===== src/rtl/core/lse_pkg.sv =====
// lse_pkg: shared types and constants for the LIFO stack engine.
// Used by lse_ctrl, lse_dp and lifo_stack_engine; no dependencies.
`default_nettype none

package lse_pkg;

  localparam int STACK_DEPTH_DEF = 64;
  localparam int MAX_RESULTS     = 64;
  localparam int WORD_W          = 32;
  localparam int ACTION_W        = 3;
  localparam int STATUS_W        = 2;
  localparam int COUNT_OUT_W     = 7;

  typedef enum logic [ACTION_W-1:0] {
    ACT_PEEK   = 3'd0,
    ACT_PUSH   = 3'd1,
    ACT_POP    = 3'd2,
    ACT_EMPTYQ = 3'd3,
    ACT_DUMP   = 3'd4,
    ACT_CREATE = 3'd5,
    ACT_SIZE   = 3'd6
  } action_t;

  typedef enum logic [STATUS_W-1:0] {
    ST_OK      = 2'd0,
    ST_NOSTACK = 2'd1,
    ST_EMPTY   = 2'd2,
    ST_FULL    = 2'd3
  } status_t;

  typedef enum logic [1:0] {
    S_IDLE = 2'd0,
    S_EMIT = 2'd1,
    S_DUMP = 2'd2
  } state_t;

  // controller -> datapath
  typedef struct packed {
    logic exec;       // execute the accepted request
    logic emit;       // load the pending single result into the output register
    logic dump_emit;  // load the current dump word, fetch the next one
  } cmd_t;

  // datapath -> controller
  typedef struct packed {
    logic nop;        // unused action code, no result
    logic dump_run;   // dump on a non-empty stack
    logic dump_last;  // current dump word is the final one
    logic out_free;   // output register can take a result this cycle
  } sts_t;

endpackage

`default_nettype wire


===== src/rtl/core/lifo_stack_engine.sv =====
// lifo_stack_engine: top level, LIFO stack of signed 32-bit words.
// A single result is held in the pending registers, then loaded into the
// output register when that is free; a new request is taken only when idle.
// A dump does one store read per word; it waits while the result side stalls.
// Reset: no stack exists and the count is zero; the entry store is not cleared.
// Depends on lse_pkg, lse_ctrl, lse_dp and lse_ram.
`default_nettype none

module lifo_stack_engine #(
  parameter int STACK_DEPTH = lse_pkg::STACK_DEPTH_DEF
) (
  input  wire logic                                   clk,
  input  wire logic                                   rst_n,
  input  wire logic                                   in_valid,
  output logic                                        in_stall,
  input  wire logic        [lse_pkg::ACTION_W-1:0]    in_action,
  input  wire logic signed [lse_pkg::WORD_W-1:0]      in_push_value,
  output logic                                        out_valid,
  input  wire logic                                   out_stall,
  output logic             [lse_pkg::STATUS_W-1:0]    out_status,
  output logic signed      [lse_pkg::WORD_W-1:0]      out_data_word,
  output logic                                        out_empty_flag,
  output logic             [lse_pkg::COUNT_OUT_W-1:0] out_element_count,
  output logic                                        out_last
);

  lse_pkg::cmd_t cmd;
  lse_pkg::sts_t sts;

  lse_ctrl u_ctrl (
    .clk      (clk),
    .rst_n    (rst_n),
    .in_valid (in_valid),
    .in_stall (in_stall),
    .sts      (sts),
    .cmd      (cmd)
  );

  lse_dp #(
    .STACK_DEPTH (STACK_DEPTH)
  ) u_dp (
    .clk               (clk),
    .rst_n             (rst_n),
    .in_action         (in_action),
    .in_push_value     (in_push_value),
    .cmd               (cmd),
    .sts               (sts),
    .out_valid         (out_valid),
    .out_stall         (out_stall),
    .out_status        (out_status),
    .out_data_word     (out_data_word),
    .out_empty_flag    (out_empty_flag),
    .out_element_count (out_element_count),
    .out_last          (out_last)
  );

endmodule

`default_nettype wire


===== src/rtl/core/lse_ram.sv =====
// lse_ram: generic single-write, single-read RAM with registered read data.
// No dependencies.
`default_nettype none

module lse_ram #(
  parameter int WIDTH = 32,
  parameter int DEPTH = 64
) (
  input  wire logic                     clk,
  input  wire logic                     wr_en,
  input  wire logic [$clog2(DEPTH)-1:0] wr_addr,
  input  wire logic [WIDTH-1:0]         wr_data,
  input  wire logic                     rd_en,
  input  wire logic [$clog2(DEPTH)-1:0] rd_addr,
  output logic      [WIDTH-1:0]         rd_data
);

  logic [WIDTH-1:0] mem [DEPTH];

  always_ff @(posedge clk) begin
    if (wr_en) begin
      mem[wr_addr] <= wr_data;
    end
    if (rd_en) begin
      rd_data <= mem[rd_addr];
    end
  end

endmodule

`default_nettype wire


===== src/rtl/core/lse_ctrl.sv =====
// lse_ctrl: request sequencing state machine for the LIFO stack engine.
// Depends on lse_pkg (state_t, cmd_t, sts_t).
`default_nettype none

module lse_ctrl (
  input  wire logic          clk,
  input  wire logic          rst_n,
  input  wire logic          in_valid,
  output logic               in_stall,
  input  wire lse_pkg::sts_t sts,
  output lse_pkg::cmd_t      cmd
);

  lse_pkg::state_t state_r, state_nxt;

  always_ff @(posedge clk) begin
    if (!rst_n) begin
      state_r <= lse_pkg::S_IDLE;
    end else begin
      state_r <= state_nxt;
    end
  end

  always_comb begin
    state_nxt = state_r;
    cmd       = '0;
    in_stall  = 1'b1;
    case (state_r)
      lse_pkg::S_IDLE: begin
        in_stall = 1'b0;
        if (in_valid) begin
          cmd.exec = 1'b1;
          if (sts.nop) begin
            state_nxt = lse_pkg::S_IDLE;
          end else if (sts.dump_run) begin
            state_nxt = lse_pkg::S_DUMP;
          end else begin
            state_nxt = lse_pkg::S_EMIT;
          end
        end
      end
      lse_pkg::S_EMIT: begin
        if (sts.out_free) begin
          cmd.emit  = 1'b1;
          state_nxt = lse_pkg::S_IDLE;
        end
      end
      lse_pkg::S_DUMP: begin
        if (sts.out_free) begin
          cmd.dump_emit = 1'b1;
          if (sts.dump_last) begin
            state_nxt = lse_pkg::S_IDLE;
          end
        end
      end
      default: begin
        state_nxt = lse_pkg::S_IDLE;
      end
    endcase
  end

endmodule

`default_nettype wire


===== src/rtl/core/lse_dp.sv =====
// lse_dp: stack datapath: exists flag, element count, entry store, dump
// index and output register. Depends on lse_pkg and lse_ram.
`default_nettype none

module lse_dp #(
  parameter int STACK_DEPTH = lse_pkg::STACK_DEPTH_DEF
) (
  input  wire logic                                   clk,
  input  wire logic                                   rst_n,
  input  wire logic        [lse_pkg::ACTION_W-1:0]    in_action,
  input  wire logic signed [lse_pkg::WORD_W-1:0]      in_push_value,
  input  wire lse_pkg::cmd_t                          cmd,
  output lse_pkg::sts_t                               sts,
  output logic                                        out_valid,
  input  wire logic                                   out_stall,
  output logic             [lse_pkg::STATUS_W-1:0]    out_status,
  output logic signed      [lse_pkg::WORD_W-1:0]      out_data_word,
  output logic                                        out_empty_flag,
  output logic             [lse_pkg::COUNT_OUT_W-1:0] out_element_count,
  output logic                                        out_last
);

  localparam int AW  = $clog2(STACK_DEPTH);
  localparam int CW  = $clog2(STACK_DEPTH + 1);
  localparam int IW  = $clog2(lse_pkg::MAX_RESULTS);
  localparam int NW  = $clog2(lse_pkg::MAX_RESULTS + 1);
  localparam int XW  = (CW > NW) ? CW : NW;
  localparam int WW  = lse_pkg::WORD_W;

  // stack state
  logic          exists_r, exists_nxt;
  logic [CW-1:0] count_r, count_nxt;

  // pending single result
  logic [lse_pkg::STATUS_W-1:0] pend_status_r, pend_status_nxt;
  logic [WW-1:0]                pend_word_r, pend_word_nxt;
  logic                         pend_use_rd_r, pend_use_rd_nxt;

  // dump run
  logic [IW-1:0] dump_idx_r, dump_idx_nxt;
  logic [NW-1:0] dump_n_r, dump_n_nxt;
  logic [NW-1:0] dump_n_calc;
  logic          dump_last;

  // store ports
  logic          wr_en, rd_en;
  logic [AW-1:0] wr_addr, rd_addr;
  logic [WW-1:0] rd_data;

  // output register
  logic                         out_valid_r, out_valid_nxt;
  logic [lse_pkg::STATUS_W-1:0] out_status_r, out_status_nxt;
  logic [WW-1:0]                out_word_r, out_word_nxt;
  logic                         out_empty_r, out_empty_nxt;
  logic [lse_pkg::COUNT_OUT_W-1:0] out_count_r, out_count_nxt;
  logic                         out_last_r, out_last_nxt;

  logic out_free;
  logic is_full;
  logic is_zero;
  logic known_action;

  lse_ram #(
    .WIDTH (WW),
    .DEPTH (STACK_DEPTH)
  ) u_store (
    .clk     (clk),
    .wr_en   (wr_en),
    .wr_addr (wr_addr),
    .wr_data (in_push_value),
    .rd_en   (rd_en),
    .rd_addr (rd_addr),
    .rd_data (rd_data)
  );

  assign is_full     = (count_r == CW'(STACK_DEPTH));
  assign is_zero     = (count_r == '0);
  assign dump_n_calc = (XW'(count_r) > XW'(lse_pkg::MAX_RESULTS)) ?
                       NW'(lse_pkg::MAX_RESULTS) : NW'(count_r);
  assign dump_last   = ((NW'(dump_idx_r) + NW'(1)) == dump_n_r);
  assign out_free    = !out_valid_r || !out_stall;

  always_comb begin
    case (lse_pkg::action_t'(in_action))
      lse_pkg::ACT_PEEK,
      lse_pkg::ACT_PUSH,
      lse_pkg::ACT_POP,
      lse_pkg::ACT_EMPTYQ,
      lse_pkg::ACT_DUMP,
      lse_pkg::ACT_CREATE,
      lse_pkg::ACT_SIZE: known_action = 1'b1;
      default:           known_action = 1'b0;
    endcase
  end

  always_comb begin
    sts.nop       = !known_action;
    sts.dump_run  = (in_action == lse_pkg::ACT_DUMP) && exists_r && !is_zero;
    sts.dump_last = dump_last;
    sts.out_free  = out_free;
  end

  always_comb begin
    exists_nxt      = exists_r;
    count_nxt       = count_r;
    pend_status_nxt = pend_status_r;
    pend_word_nxt   = pend_word_r;
    pend_use_rd_nxt = pend_use_rd_r;
    dump_idx_nxt    = dump_idx_r;
    dump_n_nxt      = dump_n_r;
    wr_en           = 1'b0;
    wr_addr         = AW'(count_r);
    rd_en           = 1'b0;
    rd_addr         = '0;

    if (cmd.exec) begin
      pend_status_nxt = lse_pkg::ST_OK;
      pend_word_nxt   = '0;
      pend_use_rd_nxt = 1'b0;
      if (in_action == lse_pkg::ACT_CREATE) begin
        exists_nxt = 1'b1;
        count_nxt  = '0;
      end else if (!exists_r) begin
        pend_status_nxt = lse_pkg::ST_NOSTACK;
        if (in_action == lse_pkg::ACT_PEEK) begin
          pend_word_nxt = '1;
        end
      end else begin
        case (lse_pkg::action_t'(in_action))
          lse_pkg::ACT_PEEK: begin
            if (is_zero) begin
              pend_status_nxt = lse_pkg::ST_EMPTY;
              pend_word_nxt   = '1;
            end else begin
              rd_en           = 1'b1;
              rd_addr         = AW'(count_r - 1'b1);
              pend_use_rd_nxt = 1'b1;
            end
          end
          lse_pkg::ACT_PUSH: begin
            if (is_full) begin
              pend_status_nxt = lse_pkg::ST_FULL;
            end else begin
              wr_en     = 1'b1;
              count_nxt = CW'(count_r + 1'b1);
            end
          end
          lse_pkg::ACT_POP: begin
            if (is_zero) begin
              pend_status_nxt = lse_pkg::ST_EMPTY;
            end else begin
              count_nxt = CW'(count_r - 1'b1);
            end
          end
          lse_pkg::ACT_DUMP: begin
            // empty dump falls through as a single ok result
            dump_idx_nxt = '0;
            dump_n_nxt   = dump_n_calc;
            rd_en        = !is_zero;
            rd_addr      = '0;
          end
          default: begin
          end
        endcase
      end
    end

    if (cmd.dump_emit) begin
      dump_idx_nxt = IW'(dump_idx_r + 1'b1);
      rd_en        = !dump_last;
      rd_addr      = AW'(IW'(dump_idx_r + 1'b1));
    end
  end

  always_comb begin
    out_status_nxt = out_status_r;
    out_word_nxt   = out_word_r;
    out_empty_nxt  = out_empty_r;
    out_count_nxt  = out_count_r;
    out_last_nxt   = out_last_r;
    out_valid_nxt  = out_valid_r && out_stall;
    if (cmd.emit || cmd.dump_emit) begin
      out_valid_nxt = 1'b1;
      out_empty_nxt = exists_r && is_zero;
      out_count_nxt = lse_pkg::COUNT_OUT_W'(count_r);
      if (cmd.emit) begin
        out_status_nxt = pend_status_r;
        out_word_nxt   = pend_use_rd_r ? rd_data : pend_word_r;
        out_last_nxt   = 1'b1;
      end else begin
        out_status_nxt = lse_pkg::ST_OK;
        out_word_nxt   = rd_data;
        out_last_nxt   = dump_last;
      end
    end
  end

  always_ff @(posedge clk) begin
    if (!rst_n) begin
      exists_r    <= 1'b0;
      count_r     <= '0;
      out_valid_r <= 1'b0;
    end else begin
      exists_r    <= exists_nxt;
      count_r     <= count_nxt;
      out_valid_r <= out_valid_nxt;
    end
  end

  always_ff @(posedge clk) begin
    pend_status_r <= pend_status_nxt;
    pend_word_r   <= pend_word_nxt;
    pend_use_rd_r <= pend_use_rd_nxt;
    dump_idx_r    <= dump_idx_nxt;
    dump_n_r      <= dump_n_nxt;
    out_status_r  <= out_status_nxt;
    out_word_r    <= out_word_nxt;
    out_empty_r   <= out_empty_nxt;
    out_count_r   <= out_count_nxt;
    out_last_r    <= out_last_nxt;
  end

  assign out_valid         = out_valid_r;
  assign out_status        = out_status_r;
  assign out_data_word     = out_word_r;
  assign out_empty_flag    = out_empty_r;
  assign out_element_count = out_count_r;
  assign out_last          = out_last_r;

endmodule

`default_nettype wire

===== config.mk =====
export PLATFORM = sky130hd
export DESIGN_NAME = lifo_stack_engine
export DESIGN_NICKNAME = d
export VERILOG_FILES = /design/src/rtl/core/lse_pkg.sv /design/src/rtl/core/lifo_stack_engine.sv /design/src/rtl/core/lse_ram.sv /design/src/rtl/core/lse_ctrl.sv /design/src/rtl/core/lse_dp.sv
export SDC_FILE = /design/constraint.sdc
export NUM_CORES = 2
export LEC_CHECK = 0
export BUFFER_PORTS_ARGS = -buffer_cell sky130_fd_sc_hd__buf_2
export CORE_UTILIZATION = 40
export DETAILED_ROUTE_END_ITERATION = 6
export PLACE_DENSITY = 0.64
export SLEW_MARGIN = 20
export SYNTH_ARGS = -nofsm -noshare
export SYNTH_HDL_FRONTEND = slang
export SYNTH_SLANG_ARGS = --single-unit

===== constraint.sdc =====
create_clock -name clk -period 8.8 [get_ports clk]
set_clock_uncertainty 0.05 [all_clocks]
set_input_delay 1.76 -clock clk [delete_from_list [all_inputs] [get_ports clk]]
set_output_delay 1.76 -clock clk [all_outputs]
set_load 0.005 [all_outputs]

==> reports/metrics.yaml <==
status: "finished, violations left"
violations: "design-rule violations"
multi_input_area_mm2: 0.0182
p_total_uw: 19900
dieArea_mm2: 0.211
wl_met1_um: 91600
crit_chain: "inv_1 > ha_1 > or4b_4 > o211ai_2 > o22a_4 > buf_12 > buf_4 > mux4_2 > nand2_1 > and3_1 > a31oi_1 > a221oi_1 > nor3_1"
crit_type: "flip-flop to flip-flop"
hold_slack_ns: 0.498
nets: 4727
ir_worst_vdd_mv: 0.238
grt_overflow: 0
postCtsSetupBuffers: 0
path_max_fanout: 88
fin_area_mm2: 0.0942
dpl_cell_area_mm2: 0.0878
synth_cell_type_count: 57
rows: 167
fmax_ghz: 0.159
clockRootBuffer: "clkbuf_16"
via_per_inst: 5.87
final.min_clock_period_ns: 6.27
ios: 84
cts-htree-levels: 4
hold_violations: 0
start_util_pct: 40.3
gp_congestion: 0.820
numCtsBuffers: 209
top_layer: "met5"
synth_top_area_share_pct: 76.9
drc: 1
slowest_stage: "o211ai_2"
drv_cap: 0
grt_pass1_wl_um: 324000
whs_path_depth: 2
cts_tree: "built"
syn_area_mm2: 0.0835
ys.flop_type: "edfxtp_1"
wl_met2_um: 106000
ys_top_cells_by_area: "edfxtp_1 (77%), mux4_2 (11%), nand2_1 (3.6%), nand3_1 (1.6%), clkbuf_1 (0.59%)"
cts.sinks: 2151
critPathCaptureType: "flip-flop"
die-height_um: 459
first_pass_iters: 7
register_area_mm2: 0.0645
worst_pin_slew_ns: 1.17
area_growth_pct: 12.8
vias: 44800
ff2ff_path_depth: 13
die_w_um: 459
crit_required_ns: 9.33
cts_resized: 0
cp.arrival_ns: 6.80
ys_warn_count: 0
yosysSeqAreaShare_pct: 77.2
synthesis.instances: 4525
hold_class: "flip-flop to flip-flop"
antenna_found_initial: 15
cts_hold_buffers: 0
synth-edff-count: 2140
ys_seq_elements: 2151
portBuffers: 83
detail-route-antenna-nets: 0
slew-limit-headroom_pct: 21.7
drive_gt1_share_pct: 20.5
grtUsageTotal_pct: 21.5
cts_buffer_depth: 3
wl_per_cell_um: 29.9
fill_cells: 17500
slowest_delay_ns: 0.73
syn_nets: 4567
final_core_util_pct: 45.5
wl_um: 228000
dp_hpwl_um: 121000
critPathLaunchType: "flip-flop"
core_mm2: 0.207
drt_iter0_markers: 6254
clock_latency_ns: 0.85
grt_pass1_vias: 43200
fin_crit_sh_pct: 71.3
syn-mean-instance-area_um2: 18.5
slew_violations: 0
rsz0062_at_grt: "false"
synth_top_area_cell: "edfxtp_1"
synth_async_sr_flop_share_pct: 0
tns_ns: 0
grt_max_degree: 111
route.met3.wl_um: 25200
cellLeakagePower_uw: 0.0302
powerDensity_mw_per_mm2: 211
path_clk_slew_ns: 0.06
setup_viol: 0
-- cells in the final DEF (no fill, tap or decap), types with 44 or more instances in the layout --
cell / n
nor2_1: 48
buf_2: 65
nand2_1: 805
clkinv_1: 44
a311oi_1: 44
clkbuf_1: 59
a21oi_1: 72
o21ai_0: 44
clkbuf_16: 209
buf_4: 137
and3_1: 72
mux4_2: 416
nand3_1: 274
edfxtp_1: 2140
nor2_4: 65
-- worst max-delay path, delay by kind of cell (launching register included) --
kind / cells / cell delay (ns)
compound gates: 4 / 2.02
buf+inv: 3 / 1.55
simple gates: 4 / 0.85
mux: 1 / 0.58
flops: 1 / 0.51
fa+ha+maj: 1 / 0.33
-- layout make-up --
cell class,count,area share [%]
Antenna cell,3,0.00797
Clock buffer,271,5.83
Clock inverter,107,0.873
Inverter,14,0.0558
Multi-Input combinational cell,2092,19.3
Sequential cell,2151,68.4
Tap cell,2788,3.70
Timing Repair Buffer,217,1.76
-- power breakdown --
group | total (µW) | internal (µW) | switching [µW]
combinational | 216 | 27.1 | 188
sequential | 11300 | 11300 | 7.20
clock | 8360 | 4580 | 3790
-- Yosys cell counts, drive strengths merged (41+ instances only) --
cell,instances
nand3,274
a21oi,72
a311oi,44
mux4,416
nor2,114
clkbuf,131
mux2i,41
o21ai,44
nand2,806
and3,74
edfxtp,2140
buf,137
-- state kept, by name, indices dropped and copies added, names as in the netlist --
register,count
u_ctrl.state_r,2
u_dp.dump_n_r,7
u_dp.pend_use_rd_r,1
u_dp.u_store.rd_data,32
u_dp.pend_status_r,2
u_dp.exists_r,1
u_dp.pend_word_r,1
u_dp.out_last,1
u_dp.out_data_word,32
u_dp.out_element_count,7
u_dp.dump_idx_r,6
u_dp.out_status,2
u_dp.u_store.mem,2048
u_dp.out_empty_flag,1
u_dp.out_valid,1
u_dp.count_r,7
-- through the flow --
step           worst slack [ns]  instances
5_1_grt                    2.23       7640
3_5_place_dp               2.04       7262
2_1_floorplan              4.33       4525
3_3_place_gp               2.08       7261
4_1_cts                    2.48       7640
6_report                   2.53       7643
-- kinds of logic after synthesis --
group / after synthesis / synth area share, %
multiplexers: 458 / 11.7
XOR/XNOR: 14 / 0.147
AO/OA/AOI/OAI: 292 / 2.44
buffers and inverters: 282 / 1.69
AND/OR/NAND/NOR: 1325 / 6.75
flip-flops: 2151 / 77.2
adder cells (fa/ha/maj): 3 / 0.0449
-- layer usage --
metal | GRT usage (%) | vias up
met2 | 33.0 | 2474
li1 | - | 18300
met5 | 0 | -
met3 | 5.04 | 311
met1 | 30.9 | 23700
met4 | 5.71 | 4
-- final timing paths --
kind                                             from                            endpoint  slack (ns)
setup / recovery         u_dp.count_r[0]$_SDFFE_PN0P_  u_dp.u_store.rd_data[28]$_DFFE_PP_        2.53
hold / removal    u_dp.pend_status_r[0]$_SDFFCE_PP0P_    u_dp.out_status[0]$_SDFFCE_PN0P_        0.50
setup reg to reg         u_dp.count_r[0]$_SDFFE_PN0P_  u_dp.u_store.rd_data[28]$_DFFE_PP_        2.53
hold reg to reg   u_dp.pend_status_r[0]$_SDFFCE_PP0P_    u_dp.out_status[0]$_SDFFCE_PN0P_        0.50
Note: power is estimated with default switching activity, not from simulation.
